### config.mk
export PLATFORM = sky130hd
export DESIGN_NAME = lpht_ctrl
export DESIGN_NICKNAME = d
export VERILOG_FILES = /design/src/design/lpht_pkg.sv /design/src/design/lpht_ctrl.sv
export SDC_FILE = /design/constraint.sdc
export NUM_CORES = 1
export LEC_CHECK = 0
export ABC_AREA = 1
export ABC_CLOCK_PERIOD_IN_PS = 1800
export BUFFER_PORTS_ARGS = -buffer_cell sky130_fd_sc_hd__buf_2
export CAP_MARGIN = 20
export CORE_MARGIN = 2
export CORE_UTILIZATION = 48
export DETAILED_ROUTE_END_ITERATION = 12
export GPL_ROUTABILITY_DRIVEN = 0
export HOLD_SLACK_MARGIN = 0.06
export PLACE_DENSITY_LB_ADDON = 0.05
export SYNTH_ARGS = -nofsm -noshare
export SYNTH_HDL_FRONTEND = slang
export SYNTH_SLANG_ARGS = --single-unit
### constraint.sdc
create_clock -name clk -period 1.8 [get_ports clk]
set_clock_uncertainty 0.15 [all_clocks]
set_input_delay 0.36 -clock clk [delete_from_list [all_inputs] [get_ports clk]]
set_output_delay 0.36 -clock clk [all_outputs]
set_load 0.05 [all_outputs]
### src/design/lpht_pkg.sv
// ----------------------------------------------------------------------------
// lpht_pkg
// Shared types, widths and codes of the linear probing hash table.
// ----------------------------------------------------------------------------
package lpht_pkg;

	localparam int MAX_SLOTS_DEF = 128;
	localparam int SLOT_CAP      = 256;

	localparam int KEY_W    = 20;
	localparam int QTY_W    = 16;
	localparam int MONEY_W  = 20;
	localparam int SIZE_W   = 8;
	localparam int STATUS_W = 3;
	localparam int PROBE_W  = 8;
	localparam int TOTAL_W  = 36;
	localparam int PROFIT_W = 37;

	localparam int MOD_BITS  = 4;
	localparam int MOD_STEPS = KEY_W / MOD_BITS;
	localparam int MOD_CNT_W = $clog2(MOD_STEPS + 1);

	localparam int APB_ADDR_W = 3;
	localparam int APB_DATA_W = 32;
	localparam logic REG_TABLE_SIZE = 1'b0;

	localparam logic [SIZE_W-1:0] TABLE_SIZE_RST = 8'd128;

	localparam logic OP_INSERT = 1'b0;
	localparam logic OP_ORDER  = 1'b1;

	typedef enum logic [STATUS_W-1:0] {
		ST_INSERTED  = 3'd0,
		ST_ORDERED   = 3'd1,
		ST_NOT_FOUND = 3'd2,
		ST_NO_STOCK  = 3'd3,
		ST_FULL      = 3'd4
	} status_t;

	typedef struct packed {
		logic [KEY_W-1:0]   key;
		logic [QTY_W-1:0]   stock;
		logic [MONEY_W-1:0] cost;
		logic [MONEY_W-1:0] price;
	} entry_t;

	typedef struct packed {
		logic    load;
		logic    init_probe;
		logic    advance;
		logic    set_result;
		status_t res_status;
		logic    mul_total;
		logic    mul_profit;
		logic    wr;
		logic    out_load;
	} cmd_t;

	typedef struct packed {
		logic mod_done;
		logic op;
		logic empty;
		logic match;
		logic last;
		logic short_stock;
	} stat_t;

endpackage

### src/design/lpht_ctrl.sv
// ----------------------------------------------------------------------------
// lpht_ctrl
// Controller: sequences remainder, probe walk, arithmetic, slot write and
// the output transaction.
// ----------------------------------------------------------------------------
module lpht_ctrl (
	input  logic            clk,
	input  logic            arst_n,
	input  logic            in_valid,
	output logic            in_ready,
	output logic            out_valid,
	input  logic            out_ready,
	input  lpht_pkg::stat_t stat,
	output lpht_pkg::cmd_t  cmd
);

	typedef enum logic [7:0] {
		S_IDLE   = 8'b0000_0001,
		S_MOD    = 8'b0000_0010,
		S_PROBE  = 8'b0000_0100,
		S_CHECK  = 8'b0000_1000,
		S_MUL_T  = 8'b0001_0000,
		S_MUL_P  = 8'b0010_0000,
		S_WRITE  = 8'b0100_0000,
		S_RESP   = 8'b1000_0000
	} state_t;

	state_t state_q;
	state_t state_nxt;
	logic   out_valid_q;
	logic   out_free;

	assign out_free = !out_valid_q || out_ready;

	always_comb begin
		state_nxt      = state_q;
		cmd            = '0;
		cmd.res_status = lpht_pkg::ST_NOT_FOUND;
		unique case (state_q)
			S_IDLE: begin
				if (in_valid) begin
					cmd.load  = 1'b1;
					state_nxt = S_MOD;
				end
			end
			S_MOD: begin
				if (stat.mod_done) begin
					cmd.init_probe = 1'b1;
					state_nxt      = S_PROBE;
				end
			end
			S_PROBE: begin
				state_nxt = S_CHECK;
			end
			S_CHECK: begin
				priority if (stat.empty || stat.match) begin
					cmd.set_result = 1'b1;
					priority if (stat.op == lpht_pkg::OP_INSERT) begin
						cmd.res_status = lpht_pkg::ST_INSERTED;
						state_nxt      = S_WRITE;
					end else if (stat.empty) begin
						cmd.res_status = lpht_pkg::ST_NOT_FOUND;
						state_nxt      = S_RESP;
					end else if (stat.short_stock) begin
						cmd.res_status = lpht_pkg::ST_NO_STOCK;
						state_nxt      = S_RESP;
					end else begin
						cmd.res_status = lpht_pkg::ST_ORDERED;
						state_nxt      = S_MUL_T;
					end
				end else if (stat.last) begin
					cmd.set_result = 1'b1;
					cmd.res_status = (stat.op == lpht_pkg::OP_INSERT) ?
						lpht_pkg::ST_FULL : lpht_pkg::ST_NOT_FOUND;
					state_nxt      = S_RESP;
				end else begin
					cmd.advance = 1'b1;
					state_nxt   = S_PROBE;
				end
			end
			S_MUL_T: begin
				cmd.mul_total = 1'b1;
				state_nxt     = S_MUL_P;
			end
			S_MUL_P: begin
				cmd.mul_profit = 1'b1;
				state_nxt      = S_WRITE;
			end
			S_WRITE: begin
				cmd.wr    = 1'b1;
				state_nxt = S_RESP;
			end
			S_RESP: begin
				if (out_free) begin
					cmd.out_load = 1'b1;
					state_nxt    = S_IDLE;
				end
			end
			default: begin
				state_nxt = S_IDLE;
			end
		endcase
	end

	always_ff @(posedge clk or negedge arst_n) begin
		if (!arst_n) begin
			state_q     <= S_IDLE;
			out_valid_q <= 1'b0;
		end else begin
			state_q <= state_nxt;
			if (cmd.out_load) begin
				out_valid_q <= 1'b1;
			end else if (out_ready) begin
				out_valid_q <= 1'b0;
			end
		end
	end

	assign in_ready  = (state_q == S_IDLE);
	assign out_valid = out_valid_q;

endmodule

## Word level (Yosys, flattened, before mapping)

Index checks and enable logic that the tools add are counted.

| word-level totals | value |
|---|---|
| register bits after elaboration | 9 |
| bits of input ports | 10 |
| word-level logic and storage cells | 47 |

| cells by class | value |
|---|---|
| eq/ne operators | 11 |
| multiplexer cells | 29 |
| reduce and logical (&&, ||, !) cells | 5 |

Operators by type and width:

| cell | number |
|---|---|
| 8-bit 2-to-1 mux | 8 |
| 8-bit one-hot mux with 8 select lines | 1 |
| 1-bit 2-to-1 mux | 13 |
| 8-bit by 1-bit == test with 1-bit output, second input constant | 1 |
| 8-bit by 2-bit == test with 1-bit output, second input constant | 1 |
| 8-bit by 3-bit == test with 1-bit output, second input constant | 1 |
| 8-bit by 4-bit == test with 1-bit output, second input constant | 1 |
| 8-bit by 5-bit == test with 1-bit output, second input constant | 1 |
| 8-bit by 6-bit == test with 1-bit output, second input constant | 1 |
| 8-bit by 7-bit == test with 1-bit output, second input constant | 1 |
| 8-bit == test, second input constant | 1 |
| 4-bit 2-to-1 mux | 2 |
| 2-bit 2-to-1 mux | 3 |
| 2-bit != test, second input constant | 3 |
| 5-bit 2-to-1 mux | 1 |
| 3-bit 2-to-1 mux | 1 |
| 3-bit AND reduction | 1 |
| 1-bit logical OR | 2 |
| 2-bit nonzero test | 1 |
| 1-bit logical NOT | 1 |

## Logic depth before layout (Yosys ltp)

Gate-level depths: netlist (run 1).

| depth | value |
|---|---|
| word-level depth | 5 |
| gate-level depth with buffers | 9 |
| depth with buffers taken out | 9 |

## Least setup slack after synthesis (run 1)

No wires, ideal clock.

| timing | value |
|---|---|
| path type | register to output |
| start | register state_q[4] |
| end | output port cmd[6] (netlist name) |
| data arrival time | 2230 ps |
| path slack | -940 ps |
| cell stages (with the launch flop) | 4 |
| cells stage by stage | dfrtp_1 > nor2_4 > nand4_4 > nor4_1 |

RTL lines:

| item | RTL line | text |
|---|---|---|
| from (decl) | lpht_ctrl.sv:28 | `state_t state_q;` |
| from (signal assigned) | lpht_ctrl.sv:110 | `state_q <= state_nxt;` |
| to (decl) | lpht_ctrl.sv:14 | `output lpht_pkg::cmd_t cmd` |

==> metrics.txt, run 1 <==
Total GRT Usage=about a quarter; Hold WC Path Type=input port to register; first-pass GRT wire length=~3.4 mm; PortBufs=22; placed cells=between 100 and 150; Crit path buffers/inverters=2; largest family of logic cells by synthesized area=simple AND/OR/NAND/NOR gates; CP peak stage delay=around 0.42 ns; Synth Net Count=100; mux share of post-synthesis cell area=0%; VDD IR max=0.000825 V; CTS tree=yes; worst skew pair latency=between 0.2 and 0.3 ns; Rel. slew slack=81.6%; Crit Path Max Fanout=7; Startpoint Class=register; WS Path Type=register to output port; CP max-delay cell=dfrtp_1; Area Growth Syn to Fin=64.9%; RSZ-0062 raised after global routing=yes; Mapped Cells=90; vias in the first global route=between 800 and 900; routed vias=774; Pwr Density=1210 mW/mm²; initial antenna violation count=0; H-tree Lvls=1; Cell Chain, Critical Path=nor2_4 > nand4_4 > inv_1 > nand3_1 > buf_4; Core Util, Final=87.2%; fmax=between 400 and 500 MHz; static leakage=about 0.6 nW; Boundary Pins=23; number of synthesized register bits=9; Die H=42.3 µm; Initial Util=between 50% and 60%; post-route ant nets=0; Seq/Total Area, Yosys=between 30% and 40%; DR pass1 iterations=4; drc violations=0; WP data required=between 1 and 1.5 ns; Slew Limit Fails=0; clk root buf=clkbuf_4; critical path capture point type=output port; xor/xnor share of the synthesized area=0%; share of post-route cells with drive strength above 1=slightly below 60%; synth unique cells=25; CTS Buffer Depth=2; Final #Nets=146; Die W=42.3 µm; status=finished, violations left; CP top delay family=simple AND/OR/NAND/NOR gates; worst setup margin=-0.229 ns; post-synthesis compound-gate area fraction=approximately 8.2%; via density per instance=5.16; dpl hpwl=between 1 and 1.5 mm; fin crit share=113%; first-iteration detailed-routing DRC count=12; final hold vios=0; Cell Area, Placed=~950 µm²; largest net degree at the start of global routing=10; Clock Pin Slew Worst Setup and Hold Paths=approximately 0.07 ns; post-synthesis adder-cell area fraction=0%; Antenna Diode Count=0; Detailed Route WL=between 2 and 2.5 mm; Final Instance Area=between 0.001 and 0.0015 mm²; failing checks=setup timing; average wire per standard cell=~14 µm; overall power=1.41 mW; CP arrival=about 1.5 ns; most frequent cells in the layout=inv_1, buf_4, nor2_1, buf_6; fin cells=150; # rows=13; Die ar.=0.00179 mm²; final hold slack=around 0.12 ns; Remaining Overflow, GRT=0; Synth Area per Inst=roughly 8 µm²; # Max-Cap Violations=0; Slew @ Worst Pin=around 0.28 ns; Synth Cell Area=between 700 and 800 µm²; Num CTS Buffers=3; synth warn=0; clk sinks=9; Setup Viol. Count Final=12; crit path time final=~2.0 ns; core area=approximately 0.0013 mm²; simple-gate portion of the synthesized area=between 40% and 50%
-- path summary, 6_finish.rpt --
kind                            cells past startpoint  startpoint  slack (ns)         end
worst min-delay path                                2     stat[0]        0.12  state_q[4]
worst max-delay path                                5  state_q[4]       -0.23      cmd[5]
worst max register to register                     10  state_q[0]        0.06  state_q[2]
max in group asynchronous                           2      arst_n        0.92  state_q[0]
worst min register to register                      2   out_valid        0.40   out_valid
min in group asynchronous                           2      arst_n        0.33  state_q[1]
-- where the power goes --
part	total (mW)	leakage (nW)	switching, mW	internal (mW)
combinational	0.926	0.463	0.539	0.387
sequential	0.320	0.118	0.0663	0.254
clock	0.161	0.0150	0.0754	0.0855
total	1.41	0.597	0.681	0.726
-- worst reg2reg max path, cell delays in order, from the launching register on --
cell,delay [ns]
dfstp_2,0.58
inv_2,0.04
nor2_2,0.08
nand2_2,0.09
nor2_8,0.15
buf_4,0.13
buf_4,0.12
nand2_4,0.05
nand2_4,0.08
nor2_4,0.04
o21a_1,0.10
-- cell families (layout without fill, tap and decap cells) --
family,Yosys count,count (layout)
AOI/OAI and AO/OA,9,9
buffers and inverters,19,64
and+or+nand+nor,53,53
DFF,9,9
-- cell usage after synthesis (all sizes together) --
master	instances	share of area, %
nand3	4	3.5
a31o	1	1.2
o21ai	3	2.1
nor2	28	26
dfrtp	8	28
inv	19	10
nand4	3	5.7
nor3	2	2.1
nand2	15	12
nor4	1	0.89
a21oi	3	2.7
dfstp	1	3.7
o21a	1	1.1
o211ai	1	1.1
-- metal layers --
| layer | routed length (µm) | track usage [%] |
|---|---|---|
| met1 | 804 | 28.2 |
| met2 | 1100 | 43.4 |
| met3 | 108 | 3.88 |
| met4 | 129 | 18.8 |
| met5 | 0 | 0 |
-- layout make-up --
class / instances / area, µm²
Tap cell: 15 / 18.8
Timing Repair Buffer: 41 / 354
Inverter: 19 / 73.8
Fill cell: 68 / 170
Clock buffer: 4 / 26.3
Sequential cell: 9 / 228
Multi-Input combinational cell: 62 / 463
-- per-stage QoR --
| step | worst slack [ns] | TNS [ns] |
|---|---|---|
| 2_1_floorplan | -0.0808 | -0.179 |
| 3_3_place_gp | 0.0110 | 0 |
| 3_5_place_dp | -0.00529 | -0.00884 |
| 4_1_cts | -0.207 | -1.68 |
| 5_1_grt | -0.320 | -3.09 |
| 6_report | -0.229 | -2.11 |
-- flip-flops by register name (all words and copies together) (netlist names) --
register / flops
out_valid: 1
state_q: 8
-- what timing repair did --
item	4_1_cts	5_1_grt
setup buffers	6	3
pin swaps	7	5
cloned	0	0
endpoints found under the hold margin	9	0
hold buffers	1	0
setup endpoints to repair	12	13
gates resized for setup	27	3
Power figures use the tool's default switching activity.
==> inputs of run 2 (changes only) <==
ABC_CLOCK_PERIOD_IN_PS = 2600   (was 1800)
CORE_UTILIZATION = 50   (was 48)
clock period = 2.6 ns   (was 1.8 ns; I/O delays follow)
==> run 2 against run 1 <==
Non-clock buffer count down 18. The flow now finishes without violations. Critical path depth up 2. Clock power down 32%. Power down 48%. Worst setup slack better by 0.55 ns. Highest routed layer unchanged. Sequential cell count unchanged. Utilization down 21 points.
==> metrics.txt, run 2 (synthesis results as in run 1) <==
# rows=13 (unchanged); Sw Ratio=50.0% (was 48.4%); Startpoint Class=register (unchanged); r2r setup slk=1.13 ns (was 0.06 ns); PortBufs=22 (unchanged); Top Usage Layer GRT=met2 (unchanged); CP max-delay cell=dfstp_2 (was dfrtp_1); worst skew pair latency=0.26 ns (about the same); most used cell, CP=nor2_1; overall power=736 µW (was 1.41 mW); Cell Chain, Critical Path=inv_2 > nor2_1 > nand2_2 > nor2_8 > inv_1 > nor2_1 > buf_2 (was nor2_4 > nand4_4 > inv_1 > nand3_1 > buf_4); Total GRT Usage=17.9% (was 25.4%); share of post-route cells with drive strength above 1=43.6% (was 57.8%); CP top delay family=flip-flops (was simple AND/OR/NAND/NOR gates); post-CTS sizing=0 (was 27); Int Power=368 µW (was 726 µW); clk sinks=9 (unchanged); r2r endpoint=state_q[2] (unchanged); Hold Crit Start=stat[0] (unchanged); Slew @ Worst Pin=0.255 ns (was 0.275 ns); initial antenna violation count=0 (unchanged); core area=0.00132 mm² (was 0.00133 mm²); Num CTS Buffers=3 (unchanged); R2R cell count=8 (was 10); fin crit share=approximately 88%; M2 GR Usage=26.9% (was 43.4%); Rel. slew slack=83.1% (was 81.6%); GR Layer Usage met1=21.0% (was 28.2%); clock power share=14.8% (was 11.4%); hold path endpoint=state_q[4] (unchanged); drc violations=0 (unchanged); vias in the first global route=597 (was 808); Die W=41.6 µm (was 42.3 µm); Die H=41.6 µm (was 42.3 µm); CTS tree=yes (unchanged); Setup TNS=0 ns (was -2.11 ns); Largest register FFs=8 (unchanged); Pwr Density=839 mW/mm² (was 1210 mW/mm²); Crit Path Max Fanout=4 (was 7); most frequent cells in the layout=buf_2, inv_1, nor2_1, nand2_1, dfrtp_1 (was inv_1, buf_4, nor2_1, buf_6); final hold vios=0 (unchanged); critical path capture point type=output port (unchanged); post-CTS setup buffers=0 (was 6); DR pass1 iterations=2 (was 4); largest net degree at the start of global routing=10 (unchanged); static leakage=0.482 nW (was 0.597 nW); Core Util, Final=66.6% (was 87.2%); Detailed Route WL=1.26 mm (was 2.14 mm); CP peak stage delay=0.57 ns (was 0.42 ns); H-tree Lvls=1 (unchanged); first-iteration detailed-routing DRC count=2 (was 12); first-pass GRT wire length=2.33 mm (was 3.42 mm); routed vias=606 (was 774); Comb pwr share=56.3% (was 65.8%); WHS Path Cells=2 (unchanged); global routing usage on met3=5.22% (was 3.88%); WS Path Type=register to output port (unchanged); Hold WC Path Type=input port to register (unchanged); WP data required=1.93 ns (was 1.29 ns); crit path time final=approximately 2.3 ns; Area Growth Syn to Fin=24.3% (was 64.9%); CP arrival=1.61 ns (was 1.52 ns); Remaining Overflow, GRT=0 (unchanged); Clock Pin Slew Worst Setup and Hold Paths=0.06 ns (was 0.07 ns); CTS Hold Bufs=1 (unchanged); via density per instance=4.59 (was 5.16); # Max-Cap Violations=0 (unchanged); switching pwr=368 µW (was 681 µW); Initial Util=53.6% (was 52.9%); Slew Limit Fails=0 (unchanged); Crit path buffers/inverters=3 (was 2); commonest non-fill, non-tap cell in the layout=buf_2; CTS Buffer Depth=2 (unchanged); post-route ant nets=0 (unchanged); RSZ-0062 raised after global routing=no (was yes); Top reg by flops=state_q (unchanged); Seq pwr share=28.9% (was 22.8%); Final #Nets=128 (was 146); Antenna Diode Count=0 (unchanged); R2R Path Start=state_q[0] (unchanged); average wire per standard cell=9.52 µm (was 14.3 µm); status=complete, no violations (was finished, violations left); dpl hpwl=1.07 mm (was 1.28 mm); Die ar.=0.00173 mm² (was 0.00179 mm²); clk root buf=clkbuf_4 (unchanged); VDD IR max=0.000631 V (was 0.000825 V); fmax=around 440 MHz; Boundary Pins=23 (unchanged); Setup Viol. Count Final=0 (was 12)
run 2: cell count changes in the layout (fill, tap and decap cells not counted), moves of 2 or more:
cell	previous run	this run
buf_2	10	22
buf_6	11	0
buf_4	16	0
buf_8	2	0
nor2_2	8	5
nor2_1	11	17
nor2_4	7	4
run 2: per-layer routing:
layer	share of wire [%]	wire (µm)
met1	47	591
met2	44	551
met3	6.6	83
met4	2.3	29
met5	0	0
run 2: how the worst max path moves through the flow:
stage / start / end / slack, ns / depth (start not counted)
5_1_grt: state_q[0] / cmd[10] / 0.22 / 7
6_report: state_q[0] / cmd[10] / 0.32 / 7
2_1_floorplan: state_q[0] / cmd[10] / 0.17 / 6
3_5_place_dp: stat[3] / cmd[6] / 0.50 / 5
3_3_place_gp: stat[3] / cmd[6] / 0.54 / 5
4_1_cts: state_q[0] / cmd[10] / 0.30 / 7
run 2: worst reg2reg max path: stages (launching register included):
cell     delay [ns]
dfstp_2        0.57
inv_2          0.04
nor2_1         0.10
nand2_2        0.10
nor2_8         0.12
nand2_4        0.07
nand2_4        0.07
nor2_4         0.04
o21a_1         0.11
run 2: layout make-up:
type | count | area [µm²]
fill | 127 | 440
multi-input combinational | 62 | 414
sequential | 9 | 226
timing repair buffer | 23 | 120
inverter | 19 | 71.3
clock buffer | 4 | 26.3
tap | 15 | 18.8
run 2: metrics by stage:
stage | area, µm² | cells | worst slack (ns) | hold slack, ns
6_report | 877 | 132 | 0.322 | 0.283
5_1_grt | 877 | 132 | 0.215 | 0.285
4_1_cts | 877 | 132 | 0.301 | 0.277
3_5_place_dp | 841 | 127 | 0.504 | 0.234
3_3_place_gp | 841 | 127 | 0.537 | 0.229
2_1_floorplan | 712 | 90 | 0.170 | 0.0744
run 2: power groups by stage:
stage                     registers, mW  clock network (mW)  logic [mW]
after floorplan                   0.212                   0       0.351
after global placement            0.214                   0       0.415
after detailed placement          0.215                   0       0.419
after CTS                         0.213               0.113       0.421
after global routing              0.216               0.118       0.458
final                             0.213               0.109       0.414
